==> src/rtl/feic_pkg.sv <==
// Shared types and constants for the free extent insert and coalesce unit.
package feic_pkg;

    localparam int EXT_W       = 32;
    localparam int ENTRY_W     = 2 * EXT_W;
    localparam int STATUS_W    = 3;
    localparam int COUNT_OUT_W = 7;

    // Result codes reported with every item
    typedef enum logic [STATUS_W-1:0] {
        RES_FULL   = 3'd0,
        RES_NOFIT  = 3'd1,
        RES_NEW    = 3'd2,
        RES_EXTEND = 3'd3,
        RES_MERGE  = 3'd4
    } result_t;

    // Controller states
    typedef enum logic [3:0] {
        S_IDLE,
        S_CHECK,
        S_LOAD_CHK,
        S_SCAN_RD,
        S_SCAN_CHK,
        S_OPEN_CHK,
        S_OPEN_WR,
        S_CLOSE_CHK,
        S_CLOSE_WR,
        S_FINISH
    } ctl_state_t;

    // Datapath operations issued by the controller
    typedef enum logic [4:0] {
        OP_NONE,
        OP_LATCH_IN,
        OP_OPEN_FRONT,
        OP_READ_IDX,
        OP_LOAD_CUR,
        OP_READ_NEXT,
        OP_ADVANCE,
        OP_OPEN_AFTER,
        OP_WR_MERGE,
        OP_WR_EXT_END,
        OP_WR_EXT_START,
        OP_OPEN_READ,
        OP_OPEN_SHIFT,
        OP_OPEN_PUT,
        OP_CLOSE_READ,
        OP_CLOSE_SHIFT,
        OP_CLOSE_END,
        OP_EMIT
    } cmd_op_t;

    typedef struct packed {
        cmd_op_t op;
        logic    set_code;
        result_t code;
    } feic_cmd_t;

    typedef struct packed {
        logic full;
        logic empty;
        logic front_fit;
        logic last;
        logic gap_fit;
        logic touch_low;
        logic next_join;
        logic next_clear;
        logic touch_high;
        logic open_done;
        logic close_done;
        logic out_free;
    } feic_stat_t;

endpackage

==> src/rtl/feic_ctrl.sv <==
// Sequencer that steps the scan, shift and result transfer of one extent.
module feic_ctrl
    import feic_pkg::*;
(
    input  logic       clk,
    input  logic       rst_n,
    input  logic       in_valid,
    output logic       in_stall,
    input  feic_stat_t stat,
    output feic_cmd_t  cmd
);

    ctl_state_t state_reg;
    ctl_state_t state_next;

    // State register
    always_ff @(posedge clk or negedge rst_n)
    begin
        if (!rst_n)
        begin
            state_reg <= S_IDLE;
        end
        else
        begin
            state_reg <= state_next;
        end
    end

    // Next state
    always_comb
    begin
        state_next = state_reg;
        case (state_reg)
            S_IDLE:
            begin
                if (in_valid)
                begin
                    state_next = S_CHECK;
                end
            end
            S_CHECK:
            begin
                if (stat.full)
                begin
                    state_next = S_FINISH;
                end
                else if (stat.empty)
                begin
                    state_next = S_OPEN_CHK;
                end
                else
                begin
                    state_next = S_LOAD_CHK;
                end
            end
            S_LOAD_CHK:
            begin
                if (stat.front_fit)
                begin
                    state_next = S_OPEN_CHK;
                end
                else
                begin
                    state_next = S_SCAN_RD;
                end
            end
            S_SCAN_RD:
            begin
                state_next = S_SCAN_CHK;
            end
            S_SCAN_CHK:
            begin
                if (stat.gap_fit)
                begin
                    state_next = S_OPEN_CHK;
                end
                else if (stat.touch_low)
                begin
                    if (!stat.last && stat.next_join)
                    begin
                        state_next = S_CLOSE_CHK;
                    end
                    else
                    begin
                        state_next = S_FINISH;
                    end
                end
                else if (stat.touch_high || stat.last)
                begin
                    state_next = S_FINISH;
                end
                else
                begin
                    state_next = S_SCAN_RD;
                end
            end
            S_OPEN_CHK:
            begin
                if (stat.open_done)
                begin
                    state_next = S_FINISH;
                end
                else
                begin
                    state_next = S_OPEN_WR;
                end
            end
            S_OPEN_WR:
            begin
                state_next = S_OPEN_CHK;
            end
            S_CLOSE_CHK:
            begin
                if (stat.close_done)
                begin
                    state_next = S_FINISH;
                end
                else
                begin
                    state_next = S_CLOSE_WR;
                end
            end
            S_CLOSE_WR:
            begin
                state_next = S_CLOSE_CHK;
            end
            S_FINISH:
            begin
                if (stat.out_free)
                begin
                    state_next = S_IDLE;
                end
            end
            default:
            begin
                state_next = S_IDLE;
            end
        endcase
    end

    // Outputs: datapath operation and result code
    always_comb
    begin
        cmd.op       = OP_NONE;
        cmd.set_code = 1'b0;
        cmd.code     = RES_NOFIT;
        case (state_reg)
            S_IDLE:
            begin
                if (in_valid)
                begin
                    cmd.op = OP_LATCH_IN;
                end
            end
            S_CHECK:
            begin
                cmd.set_code = 1'b1;
                if (stat.full)
                begin
                    cmd.code = RES_FULL;
                end
                else if (stat.empty)
                begin
                    cmd.op   = OP_OPEN_FRONT;
                    cmd.code = RES_NEW;
                end
                else
                begin
                    cmd.op       = OP_READ_IDX;
                    cmd.set_code = 1'b0;
                end
            end
            S_LOAD_CHK:
            begin
                if (stat.front_fit)
                begin
                    cmd.op       = OP_OPEN_FRONT;
                    cmd.set_code = 1'b1;
                    cmd.code     = RES_NEW;
                end
                else
                begin
                    cmd.op = OP_LOAD_CUR;
                end
            end
            S_SCAN_RD:
            begin
                if (!stat.last)
                begin
                    cmd.op = OP_READ_NEXT;
                end
            end
            S_SCAN_CHK:
            begin
                cmd.set_code = 1'b1;
                if (stat.gap_fit)
                begin
                    cmd.op   = OP_OPEN_AFTER;
                    cmd.code = RES_NEW;
                end
                else if (stat.touch_low)
                begin
                    if (!stat.last && stat.next_join)
                    begin
                        cmd.op   = OP_WR_MERGE;
                        cmd.code = RES_MERGE;
                    end
                    else if (stat.last || stat.next_clear)
                    begin
                        cmd.op   = OP_WR_EXT_END;
                        cmd.code = RES_EXTEND;
                    end
                    else
                    begin
                        cmd.code = RES_NOFIT;
                    end
                end
                else if (stat.touch_high)
                begin
                    cmd.op   = OP_WR_EXT_START;
                    cmd.code = RES_EXTEND;
                end
                else if (stat.last)
                begin
                    cmd.code = RES_NOFIT;
                end
                else
                begin
                    cmd.op       = OP_ADVANCE;
                    cmd.set_code = 1'b0;
                end
            end
            S_OPEN_CHK:
            begin
                cmd.op = cmd_op_t'(stat.open_done ? OP_OPEN_PUT : OP_OPEN_READ);
            end
            S_OPEN_WR:
            begin
                cmd.op = OP_OPEN_SHIFT;
            end
            S_CLOSE_CHK:
            begin
                cmd.op = cmd_op_t'(stat.close_done ? OP_CLOSE_END : OP_CLOSE_READ);
            end
            S_CLOSE_WR:
            begin
                cmd.op = OP_CLOSE_SHIFT;
            end
            S_FINISH:
            begin
                if (stat.out_free)
                begin
                    cmd.op = OP_EMIT;
                end
            end
            default:
            begin
                cmd.op = OP_NONE;
            end
        endcase
    end

    assign in_stall = (state_reg != S_IDLE);

endmodule

==> config.mk <==
export PLATFORM = sky130hd
export DESIGN_NAME = feic_ctrl
export DESIGN_NICKNAME = d
export VERILOG_FILES = /design/src/rtl/feic_pkg.sv /design/src/rtl/feic_ctrl.sv
export SDC_FILE = /design/constraint.sdc
export NUM_CORES = 1
export LEC_CHECK = 0
export BUFFER_PORTS_ARGS = -buffer_cell sky130_fd_sc_hd__buf_2
export CAP_MARGIN = 20
export CORE_AREA = 2 2 42 44
export DETAILED_ROUTE_END_ITERATION = 16
export DIE_AREA = 0 0 44 46
export PLACE_DENSITY = 0.74
export SYNTH_ARGS = -nofsm -noshare
export SYNTH_HDL_FRONTEND = slang
export SYNTH_SLANG_ARGS = --single-unit
export TNS_END_PERCENT = 50
==> constraint.sdc <==
create_clock -name clk -period 2 [get_ports clk]
set_clock_uncertainty 0.15 [all_clocks]
set_input_delay 0.4 -clock clk [delete_from_list [all_inputs] [get_ports clk]]
set_output_delay 0.4 -clock clk [all_outputs]
set_load 0.01 [all_outputs]
# After elaboration in Yosys (flattened, before gate mapping)

Cells that the tools add are included.

Equal/unequal tests: 11
Muxes and demuxes: 40
Reductions and logical operators: 7

Operator list:

| kind                                           | number |
|---|---|
| 2-to-1 mux 4 bit                               | 15 |
| case mux 5 bit (10 select lines)               | 1 |
| case mux 4 bit (10 select lines)               | 1 |
| 2-to-1 mux 3 bit                               | 9 |
| == test 4 x 3 -> 1 bit (second input constant) | 4 |
| case mux 4 bit (3 select lines)                | 1 |
| 2-to-1 mux 5 bit                               | 2 |
| == test 4 x 2 -> 1 bit (second input constant) | 2 |
| == test 4 bit (second input constant)          | 2 |
| 2-to-1 mux 2 bit                               | 4 |
| 2-to-1 mux 1 bit                               | 7 |
| == test 4 x 1 -> 1 bit (second input constant) | 1 |
| zero test 4 bit                                | 1 |
| inequality test 2 bit (second input constant)  | 2 |
| nonzero test 4 bit                             | 1 |
| logical OR 1 bit                               | 2 |
| AND reduction 2 bit                            | 1 |
| logical AND 1 bit                              | 1 |
| zero test 1 bit                                | 1 |

Flip-flop bits (word level): 4
Input bits: 15
Output and inout bits: 10

# Longest topological paths before layout

Gate-level depths: netlist (run 1).

Word-level depth: 6
Gate-level depth with buffers: 6
Depth with buffers taken out: 4

# Least setup slack after synthesis (run 1)

No wires, ideal clock.

Path type: input to output
Start: input port stat[6] in the netlist's numbering
End: output port cmd[4] in the netlist's numbering
Arrival: 1.469 ns
Setup slack: -0.019 ns
Stages on the path: 5
Buffers on the path: 1
Cell sequence: buf_6 nor2b_4 a221oi_2 nor2_1 or4_1

RTL lines:

| element            | line            | text |
|---|---|---|
| start: declaration | feic_ctrl.sv:9  | `input feic_stat_t stat,` |
| end: declaration   | feic_ctrl.sv:10 | `output feic_cmd_t cmd` |

==> metrics.txt, run 1 <==
# TYPE chip_impl_metric gauge
chip_impl_info{name="run_status",value="complete, but fails checks"} 1
chip_impl_info{name="failing_checks",value="negative setup slack"} 1
chip_impl_metric{name="seq_area_frac_synth",unit=""} 0.141
chip_impl_metric{name="reg2regPathDepth",unit=""} 4
chip_impl_info{name="rsz0062_at_grt",value="yes"} 1
chip_impl_metric{name="vias",unit=""} 1009
chip_impl_metric{name="grt.met1_usage",unit=""} 0.279
chip_impl_info{name="min_path_type",value="input port to asynchronous set/reset pin"} 1
chip_impl_metric{name="share_clk_of_total_power",unit=""} 0.075
chip_impl_metric{name="finalCritPeriodShare",unit=""} 1.16
chip_impl_metric{name="synth.cell_area",unit="um2"} 711
chip_impl_metric{name="fin_total_pwr",unit="mW"} 1.39
chip_impl_metric{name="postSynthRegisterBits",unit=""} 4
chip_impl_metric{name="max_freq",unit="GHz"} 0.430
chip_impl_metric{name="cts.sink_count",unit=""} 4
chip_impl_metric{name="total_number_of_placement_rows",unit=""} 15
chip_impl_metric{name="setup_viol",unit=""} 9
chip_impl_metric{name="path_max_fanout",unit=""} 3
chip_impl_metric{name="dieWidth",unit="um"} 44
chip_impl_info{name="endpoint_kind",value="output pin"} 1
chip_impl_metric{name="largest_register_ffs",unit=""} 4
chip_impl_metric{name="final-max-slew-violation-count",unit=""} 0
chip_impl_metric{name="routed_wire_length_per_instance",unit="um"} 15.0
chip_impl_metric{name="detailedPlacementHpwl",unit="um"} 1820
chip_impl_metric{name="clk_pin_slew_worst_paths",unit="ns"} 0.04
chip_impl_metric{name="fin_tns_setup",unit="ns"} -1.72
chip_impl_metric{name="clkLatencyLatePin",unit="ns"} 0.24
chip_impl_metric{name="switching_share",unit=""} 0.485
chip_impl_info{name="cp-endpoint",value="cmd[0]"} 1
chip_impl_metric{name="worst_setup_margin",unit="ns"} -0.327
chip_impl_metric{name="yosysUniqueCellTypes",unit=""} 41
chip_impl_metric{name="synth_fp_nets",unit=""} 121
chip_impl_info{name="setup.worst_path.class",value="flip-flop to output pin"} 1
chip_impl_metric{name="max_slew_margin",unit=""} 0.760
chip_impl_metric{name="viasPerCell",unit=""} 6.12
chip_impl_info{name="grt_most_used_layer",value="met2"} 1
chip_impl_metric{name="first_pass_grt_wire_length",unit="um"} 3650
chip_impl_metric{name="place_area",unit="um2"} 961
chip_impl_info{name="crit_path_start",value="state_reg[3]"} 1
chip_impl_metric{name="final_layout_size_suffix_gt1_frac",unit=""} 0.419
chip_impl_metric{name="die-area",unit="um2"} 2020
chip_impl_metric{name="post-synth-top-area-fraction",unit=""} 0.141
chip_impl_metric{name="vdd_ir_drop_max",unit="mV"} 0.695
chip_impl_metric{name="max-cap-violations",unit=""} 0
chip_impl_metric{name="switching_power",unit="mW"} 0.675
chip_impl_info{name="worstReg2RegStart",value="state_reg[3]"} 1
chip_impl_metric{name="grt_use_met3",unit=""} 0.0476
chip_impl_metric{name="ant_nets",unit=""} 0
chip_impl_metric{name="placed_cells",unit=""} 160
chip_impl_metric{name="yosys_warnings",unit=""} 0
chip_impl_metric{name="design.final.nets",unit=""} 165
chip_impl_metric{name="cts-buffers-inserted",unit=""} 3
chip_impl_metric{name="drtIter0Drc",unit=""} 56
chip_impl_info{name="ys_top_cells_by_area",value="dfrtp_1 14%, a21oi_1 7.0%, nand2_1 6.9%, nor2_1 6.3%, inv_1 3.7%"} 1
chip_impl_metric{name="post_layout_nonfiller_instances",unit=""} 165
chip_impl_info{name="tritoncts",value="yes"} 1
chip_impl_metric{name="clk_path_buf_depth",unit=""} 2
chip_impl_metric{name="worst_ep_arrival_time",unit="ns"} 1.78
chip_impl_metric{name="routed_wl",unit="um"} 2480
chip_impl_metric{name="globalRouteTotalUtil",unit=""} 0.241
chip_impl_info{name="setup.worst_path.start_class",value="flip-flop"} 1
chip_impl_metric{name="hold_viol_final",unit=""} 0
chip_impl_metric{name="reg2reg_setup_slack",unit="ns"} 0.33
chip_impl_metric{name="overflow",unit=""} 0
chip_impl_metric{name="antenna_found_initial",unit=""} 0
chip_impl_metric{name="antennaDiodeCount",unit=""} 0
chip_impl_metric{name="postLayoutCellArea",unit="um2"} 1060
chip_impl_info{name="ctsRootBufferMaster",value="clkbuf_4"} 1
chip_impl_metric{name="core_box_area",unit="um2"} 1610
chip_impl_info{name="worst_r2r_endpoint",value="state_reg[1]"} 1
chip_impl_metric{name="total_internal_power",unit="mW"} 0.719
chip_impl_metric{name="final_critical_delay_including_setup_and_external_delays",unit="ns"} 2.33
chip_impl_metric{name="sequential_cell_fraction_of_total_power",unit=""} 0.108
chip_impl_metric{name="syn2layout_area_growth",unit="%"} 48.9
chip_impl_metric{name="floorplan.initialDensity",unit=""} 0.440
chip_impl_metric{name="drcViolationCount",unit=""} 0
chip_impl_metric{name="worst_slack_at_placement",unit="ns"} -0.223
chip_impl_metric{name="placer_congestion",unit=""} 0.901
chip_impl_metric{name="h-tree-depth",unit=""} 1
chip_impl_metric{name="tightestPinTransition",unit="ns"} 0.356
chip_impl_metric{name="critPathRequiredTime",unit="ns"} 1.45
chip_impl_metric{name="die_outline_height",unit="um"} 46
chip_impl_metric{name="first_global_vias",unit=""} 906
chip_impl_metric{name="pin_count_of_the_biggest_net_entering_global_routing",unit=""} 19
chip_impl_metric{name="drt_pass1_iterations",unit=""} 4
chip_impl_metric{name="average_size_of_a_mapped_cell",unit="um2"} 6.70
chip_impl_metric{name="io_buffers",unit=""} 24
chip_impl_metric{name="postSynthCellCount",unit=""} 106
chip_impl_info{name="synth_area_leader_cell",value="dfrtp_1"} 1
chip_impl_metric{name="power_frac_comb",unit=""} 0.816
chip_impl_metric{name="ios",unit=""} 25
chip_impl_metric{name="leakage",unit="nW"} 0.517
chip_impl_metric{name="globalRouteMet2Util",unit=""} 0.459
chip_impl_metric{name="power.density_cell_area",unit="nW/um2"} 1320
-- cells by family after synthesis --
group / Yosys count / share of synthesized area
multiplexers: 2 / 0.0282
buffers and inverters: 13 / 0.0898
flip-flops: 4 / 0.141
XOR/XNOR: 1 / 0.0123
AND/OR/NAND/NOR: 52 / 0.398
AO/OA/AOI/OAI: 34 / 0.331
-- worst min path at each step --
stage	to	slack, ns
3_5_place_dp	state_reg[0]	0.06
4_1_cts	state_reg[0]	0.34
2_1_floorplan	state_reg[0]	-0.05
3_3_place_gp	state_reg[0]	0.05
5_1_grt	state_reg[0]	0.36
6_report	state_reg[0]	0.35
-- cells in the final DEF (no fill, tap or decap), drive strengths merged, types with 2 or more instances in the layout --
cell type,netlist,final
nand2,13,13
clkbuf,1,3
inv,7,7
nor3,6,6
o21ai,6,6
or4b,2,2
dfrtp,4,4
nand3b,2,2
buf,5,44
nand3,3,3
and2,2,2
o22ai,4,4
nand2b,4,4
nor2b,4,4
nor2,12,12
a21oi,10,10
o221ai,2,2
mux2i,2,2
-- what timing repair did --
action / 4_1_cts / 5_1_grt
setup buffers: 0 / 1
pin swaps: 1 / 1
gates resized for setup: 9 / 6
hold buffers: 1 / 0
setup endpoints to repair: 9 / 9
hold endpoints to repair: 4 / 0
gates cloned: 0 / 0
-- power by group through the flow --
stage          clock network, mW  registers, mW  logic (mW)
5_1_grt                    0.113          0.152        1.22
3_3_place_gp                   0          0.143        1.02
4_1_cts                    0.105          0.146        1.07
2_1_floorplan                  0          0.148       0.660
3_5_place_dp                   0          0.143        1.03
6_report                   0.105          0.151        1.14
-- worst max-delay path: stages (launching register included) --
cell and delay [ns]:
dfrtp_1 0.39, or4b_4 0.58, nor3_4 0.17, o21bai_4 0.16, a2111o_1 0.11, buf_2 0.12
-- synth_stat cells, drive strengths merged --
library cell,n
a211o,1
nand2,13
nand3,3
a211oi,1
o31a,1
o221ai,2
o311ai,1
nor2b,4
clkbuf,1
a2111o,1
and3b,1
xor2,1
nand3b,2
nor3,6
a22o,1
buf,5
a21boi,1
or4b,2
and2,2
a22oi,1
a21oi,10
o2bb2ai,1
a221oi,1
nor2,12
or4,1
nand2b,4
dfrtp,4
o22ai,4
o21bai,1
o21ai,6
mux2i,2
inv,7
nor3b,1
nor4,1
a41oi,1
-- per-layer routing --
metal	vias to the layer above	share of wire
li1	477	-
met1	467	0.40
met2	58	0.50
met3	7	0.078
met4	0	0.017
met5	-	0
-- cell type report --
type / instances / area (um2)
Multi-Input combinational cell: 89 / 601
Timing Repair Buffer: 45 / 288
Tap cell: 17 / 21.3
Inverter: 7 / 26.3
Fill cell: 136 / 556
Sequential cell: 4 / 100
Clock buffer: 3 / 22.5
-- stage by stage --
stage | hold slack (ns) | utilization
after floorplan | -0.0456 | -
after global placement | 0.0536 | 0.595
after detailed placement | 0.0586 | 0.595
after CTS | 0.337 | 0.635
after global routing | 0.365 | 0.656
final | 0.345 | 0.656
(Power assumes the default switching activity.)
==> run 2: changes to the inputs <==
BUFFER_PORTS_ARGS = -buffer_cell sky130_fd_sc_hd__clkbuf_2   (was -buffer_cell sky130_fd_sc_hd__buf_2)
==> metrics.txt, run 2 (same netlist as run 1, synthesis figures left out) <==
# TYPE chip_impl_metric gauge
chip_impl_metric{name="critical_path.max_stage_delay",unit="ns"} 0.57
chip_impl_metric{name="antenna_found_initial",unit=""} 0
chip_impl_metric{name="first_global_vias",unit=""} 893
chip_impl_metric{name="final_critical_delay_including_setup_and_external_delays",unit="ns"} 2.28
chip_impl_metric{name="ant_nets",unit=""} 0
chip_impl_metric{name="final-max-slew-violation-count",unit=""} 0
chip_impl_metric{name="dieWidth",unit="um"} 44
chip_impl_metric{name="detailedPlacementHpwl",unit="um"} 1760
chip_impl_metric{name="placer_congestion",unit=""} 0.914
chip_impl_metric{name="clk_pin_slew_worst_paths",unit="ns"} 0.04
chip_impl_info{name="layout_commonest_cell",value="clkbuf_2"} 1
chip_impl_metric{name="globalRouteTotalUtil",unit=""} 0.249
chip_impl_metric{name="total_number_of_placement_rows",unit=""} 15
chip_impl_info{name="rsz0062_at_grt",value="yes"} 1
chip_impl_metric{name="setup_viol",unit=""} 9
chip_impl_metric{name="h-tree-depth",unit=""} 1
chip_impl_metric{name="clk_path_buf_depth",unit=""} 2
chip_impl_info{name="failing_checks",value="negative setup slack"} 1
chip_impl_metric{name="syn2layout_area_growth",unit="%"} 50.5
chip_impl_metric{name="tightestPinTransition",unit="ns"} 0.400
chip_impl_info{name="worstReg2RegStart",value="state_reg[1]"} 1
chip_impl_info{name="run_status",value="complete, but fails checks"} 1
chip_impl_metric{name="floorplan.initialDensity",unit=""} 0.440
chip_impl_info{name="worst_r2r_endpoint",value="state_reg[3]"} 1
chip_impl_metric{name="drt_pass1_iterations",unit=""} 4
chip_impl_info{name="tritoncts",value="yes"} 1
chip_impl_metric{name="antennaDiodeCount",unit=""} 0
chip_impl_metric{name="vdd_ir_drop_max",unit="mV"} 0.726
chip_impl_metric{name="cts-buffers-inserted",unit=""} 3
chip_impl_metric{name="leakage",unit="nW"} 0.518
chip_impl_metric{name="vias",unit=""} 1004
chip_impl_metric{name="overflow",unit=""} 0
chip_impl_info{name="endpoint_kind",value="output pin"} 1
chip_impl_metric{name="worst_ep_arrival_time",unit="ns"} 1.73
chip_impl_metric{name="final_layout_size_suffix_gt1_frac",unit=""} 0.412
chip_impl_info{name="ctsRootBufferMaster",value="clkbuf_4"} 1
chip_impl_info{name="setup.worst_path.start_class",value="flip-flop"} 1
chip_impl_metric{name="max-cap-violations",unit=""} 0
chip_impl_metric{name="max_slew_margin",unit=""} 0.732
chip_impl_metric{name="power.density_cell_area",unit="nW/um2"} 1310
chip_impl_metric{name="worst_setup_margin",unit="ns"} -0.278
chip_impl_metric{name="viasPerCell",unit=""} 6.08
chip_impl_metric{name="clkLatencyLatePin",unit="ns"} 0.23
chip_impl_metric{name="max_freq",unit="GHz"} 0.439
chip_impl_info{name="critical_path_top_delay_cell",value="or4b_4"} 1
chip_impl_metric{name="first_pass_grt_wire_length",unit="um"} 3750
chip_impl_metric{name="core_box_area",unit="um2"} 1610
chip_impl_info{name="setup.worst_path.class",value="flip-flop to output pin"} 1
chip_impl_info{name="layout_common_cells",value="20 x clkbuf_2, 18 x buf_4, 13 x nand2_1, 11 x nor2_1, 10 x a21oi_1"} 1
chip_impl_metric{name="cts.sink_count",unit=""} 4
chip_impl_metric{name="fin_total_pwr",unit="mW"} 1.40
chip_impl_info{name="crit_path_cell_trace",value="or4b_4, nor3_4, o21bai_4, a2111o_1, buf_2"} 1
chip_impl_metric{name="hold_viol_final",unit=""} 0
chip_impl_metric{name="pin_count_of_the_biggest_net_entering_global_routing",unit=""} 19
chip_impl_metric{name="die-area",unit="um2"} 2020
chip_impl_metric{name="reg2regPathDepth",unit=""} 5
chip_impl_metric{name="finalCritPeriodShare",unit=""} 1.14
chip_impl_metric{name="ios",unit=""} 25
chip_impl_metric{name="drcViolationCount",unit=""} 0
chip_impl_metric{name="routed_wl",unit="um"} 2360
chip_impl_metric{name="die_outline_height",unit="um"} 46
chip_impl_info{name="min_path_type",value="input port to asynchronous set/reset pin"} 1
chip_impl_metric{name="path_max_fanout",unit=""} 3
chip_impl_metric{name="drtIter0Drc",unit=""} 36
chip_impl_metric{name="fin_tns_setup",unit="ns"} -1.44
chip_impl_metric{name="routed_wire_length_per_instance",unit="um"} 14.3
chip_impl_metric{name="design.final.nets",unit=""} 165
chip_impl_metric{name="io_buffers",unit=""} 24
chip_impl_metric{name="worst_slack_at_placement",unit="ns"} -0.263
chip_impl_metric{name="critPathRequiredTime",unit="ns"} 1.45
chip_impl_metric{name="reg2reg_setup_slack",unit="ns"} 0.35
chip_impl_metric{name="largest_register_ffs",unit=""} 4
-- run 2: worst max-delay path, delay by kind of cell, from the launching register on --
family | cells | cell delay (ns)
AO/OA/AOI/OAI | 2 | 0.26
buffers and inverters | 1 | 0.12
flip-flops | 1 | 0.39
AND/OR/NAND/NOR | 2 | 0.72
-- run 2: how the worst max path moves through the flow --
stage / start / to / slack [ns] / cells past startpoint
after global placement: stat[6] / cmd[4] / -0.21 / 6
after floorplan: stat[6] / cmd[4] / 0.009 / 5
after CTS: state_reg[1] / cmd[0] / -0.28 / 5
final: state_reg[1] / cmd[0] / -0.28 / 5
after global routing: state_reg[1] / cmd[4] / -0.35 / 6
after detailed placement: stat[6] / cmd[4] / -0.26 / 6
-- run 2: routing by layer --
layer	track usage	up-vias	routed length (um)
li1	-	477	-
met3	0.0476	11	216
met1	0.295	449	902
met5	0	-	0
met2	0.435	67	1160
met4	0.109	0	72
-- run 2: final cells by class --
class                      instances  area [um2]
sequential                         4         101
tap                               17        21.3
clock buffer                       3        22.5
timing repair buffer              45         288
fill                             129         544
inverter                           7        26.3
multi-input combinational         89         611
-- run 2: timing repair --
action,CTS,global route
cloned,0,0
endpoints found under the setup margin,9,9
endpoints found under the hold margin,4,0
hold buffers,1,0
pin swaps,2,1
buffers inserted,0,2
resized for setup,10,9
-- run 2: per-stage QoR --
step,hold slack [ns],utilization,cell area [um2],instances
final,0.368,0.663,1070,165
after global routing,0.371,0.663,1070,165
after CTS,0.356,0.639,1030,163
after detailed placement,0.0654,0.591,953,159
after global placement,0.0554,0.591,953,159
after floorplan,-0.0456,-,714,106
-- run 2: where the power goes --
group / total (mW) / switching [mW] / internal [mW] / leakage, nW
Clock: 0.104 / 0.0363 / 0.0674 / 0.0138
Combinational: 1.14 / 0.596 / 0.541 / 0.455
Sequential: 0.157 / 0.0373 / 0.119 / 0.0495
==> run 3: changes to the inputs <==
ABC_AREA = 0   (was unset)
BUFFER_PORTS_ARGS = unset   (was -buffer_cell sky130_fd_sc_hd__clkbuf_2)
CORE_AREA = 2 2 39 41   (was 2 2 42 44)
DIE_AREA = 0 0 41 43   (was 0 0 44 46)
DONT_BUFFER_PORTS = 1   (was unset)
PLACE_DENSITY = 0.69   (was 0.74)
==> metrics.txt, run 3 (same netlist as run 1, synthesis figures left out) <==
# TYPE chip_impl_metric gauge
chip_impl_metric{name="detailedPlacementHpwl",unit="um"} 1500
chip_impl_metric{name="leakage",unit="nW"} 0.408
chip_impl_metric{name="finalCritPeriodShare",unit=""} 1.11
chip_impl_metric{name="pin_count_of_the_biggest_net_entering_global_routing",unit=""} 15
chip_impl_metric{name="max-cap-violations",unit=""} 0
chip_impl_metric{name="max_freq",unit="GHz"} 0.452
chip_impl_metric{name="hold_viol_final",unit=""} 0
chip_impl_info{name="layout_common_cells",value="17 x buf_4, 13 x nand2_1, 10 x nor2_1, 10 x a21oi_1, 7 x inv_1"} 1
chip_impl_metric{name="drtIter0Drc",unit=""} 40
chip_impl_info{name="setup.worst_path.start_class",value="flip-flop"} 1
chip_impl_info{name="min_path_type",value="input port to flip-flop"} 1
chip_impl_metric{name="first_pass_grt_wire_length",unit="um"} 3120
chip_impl_metric{name="drcViolationCount",unit=""} 0
chip_impl_metric{name="largest_register_ffs",unit=""} 4
chip_impl_metric{name="ant_nets",unit=""} 0
chip_impl_info{name="setup.worst_path.class",value="flip-flop to output pin"} 1
chip_impl_info{name="rsz0062_at_grt",value="yes"} 1
chip_impl_metric{name="overflow",unit=""} 0
chip_impl_metric{name="tightestPinTransition",unit="ns"} 0.322
chip_impl_metric{name="routed_wl",unit="um"} 2020
chip_impl_metric{name="die_outline_height",unit="um"} 43
chip_impl_metric{name="path_max_fanout",unit=""} 3
chip_impl_metric{name="design.final.nets",unit=""} 139
chip_impl_metric{name="cts-buffers-inserted",unit=""} 3
chip_impl_metric{name="ios",unit=""} 25
chip_impl_metric{name="floorplan.initialDensity",unit=""} 0.514
chip_impl_metric{name="dieWidth",unit="um"} 41
chip_impl_metric{name="placer_congestion",unit=""} 0.861
chip_impl_metric{name="vdd_ir_drop_max",unit="mV"} 0.898
chip_impl_metric{name="h-tree-depth",unit=""} 1
chip_impl_metric{name="power.density_cell_area",unit="nW/um2"} 1440
chip_impl_metric{name="clk_path_buf_depth",unit=""} 2
chip_impl_info{name="endpoint_kind",value="output pin"} 1
chip_impl_metric{name="vias",unit=""} 847
chip_impl_metric{name="die-area",unit="um2"} 1760
chip_impl_metric{name="post_layout_nonfiller_instances",unit=""} 138
chip_impl_metric{name="worst_setup_margin",unit="ns"} -0.212
chip_impl_info{name="tritoncts",value="yes"} 1
chip_impl_metric{name="worst_slack_at_placement",unit="ns"} -0.00646
chip_impl_metric{name="globalRouteTotalUtil",unit=""} 0.256
chip_impl_metric{name="critPathRequiredTime",unit="ns"} 1.45
chip_impl_metric{name="drt_pass1_iterations",unit=""} 4
chip_impl_metric{name="final_layout_size_suffix_gt1_frac",unit=""} 0.287
chip_impl_metric{name="max_slew_margin",unit=""} 0.784
chip_impl_metric{name="first_global_vias",unit=""} 741
chip_impl_metric{name="antenna_found_initial",unit=""} 0
chip_impl_metric{name="cts.sink_count",unit=""} 4
chip_impl_info{name="ctsRootBufferMaster",value="clkbuf_4"} 1
chip_impl_metric{name="clkLatencyLatePin",unit="ns"} 0.23
chip_impl_info{name="failing_checks",value="negative setup slack"} 1
chip_impl_info{name="layout_commonest_cell",value="buf_4"} 1
chip_impl_metric{name="syn2layout_area_growth",unit="%"} 29.2
chip_impl_metric{name="core_box_area",unit="um2"} 1380
chip_impl_metric{name="placed_cells",unit=""} 129
chip_impl_metric{name="setup_viol",unit=""} 7
chip_impl_metric{name="clk_pin_slew_worst_paths",unit="ns"} 0.04
chip_impl_metric{name="viasPerCell",unit=""} 6.14
chip_impl_metric{name="fin_total_pwr",unit="mW"} 1.32
chip_impl_metric{name="final-max-slew-violation-count",unit=""} 0
chip_impl_metric{name="antennaDiodeCount",unit=""} 0
chip_impl_metric{name="worst_ep_arrival_time",unit="ns"} 1.66
chip_impl_metric{name="final_core_utilization",unit=""} 0.664
chip_impl_metric{name="io_buffers",unit=""} 0
chip_impl_metric{name="routed_wire_length_per_instance",unit="um"} 14.6
chip_impl_metric{name="hold_slack",unit="ns"} 0.256
chip_impl_metric{name="final_critical_delay_including_setup_and_external_delays",unit="ns"} 2.21
chip_impl_info{name="run_status",value="complete, but fails checks"} 1
chip_impl_metric{name="total_number_of_placement_rows",unit=""} 14
-- run 3: cell types whose count changed in the layout (fill, tap and decap cells not counted), sizes merged --
cell and delta:
clkbuf -20, buf -6
-- run 3: area by class of cell --
type / instances / area, um2
fillers: 132 / 465
multi-input cells: 89 / 601
repair buffers: 19 / 149
inverters: 7 / 26.3
clock buffers: 3 / 22.5
flip-flops and latches: 4 / 100
well taps: 16 / 20.0
-- run 3: worst max-delay path: stages (launching register included) --
cell,delay [ns]
dfrtp_1,0.38
or4b_4,0.57
o31a_1,0.27
o21ai_1,0.08
buf_4,0.14
-- run 3: repair_timing --
action	in CTS	in global routing
buffers inserted	5	0
pin swaps	2	1
resized for setup	10	3
endpoints found under the hold margin	4	0
setup endpoints to repair	8	9
hold buffers	1	0
-- run 3: power by group --
part | leakage, nW | total, mW | switching [mW] | internal [mW]
combinational | 0.344 | 1.08 | 0.560 | 0.518
clock | 0.0138 | 0.0969 | 0.0300 | 0.0669
sequential | 0.0504 | 0.144 | 0.0268 | 0.117
total | 0.408 | 1.32 | 0.617 | 0.702
-- run 3: worst paths after layout --
kind / startpoint / depth (start not counted) / end / slack (ns)
min: stat[7] / 3 / state_reg[1] / 0.26
max: state_reg[2] / 4 / cmd[1] / -0.21
max in group asynchronous: rst_n / 1 / state_reg[0] / 1.26
min in group asynchronous: rst_n / 1 / state_reg[2] / 0.28
max reg2reg: state_reg[2] / 4 / state_reg[1] / 0.39
min reg2reg: state_reg[2] / 3 / state_reg[2] / 0.61
-- run 3: metal layers --
metal / routed length [um] / up-vias / track usage
met5: 0 / - / 0
met4: 16 / 0 / 0.0867
met3: 126 / 2 / 0.0471
met2: 977 / 35 / 0.397
met1: 896 / 385 / 0.344
li1: - / 425 / -
-- run 3: through the flow --
stage	TNS [ns]	cell area, um2
after floorplan	0	714
after global placement	0	795
after detailed placement	-0.00646	795
after CTS	-1.06	906
after global routing	-1.61	918
final	-1.06	918
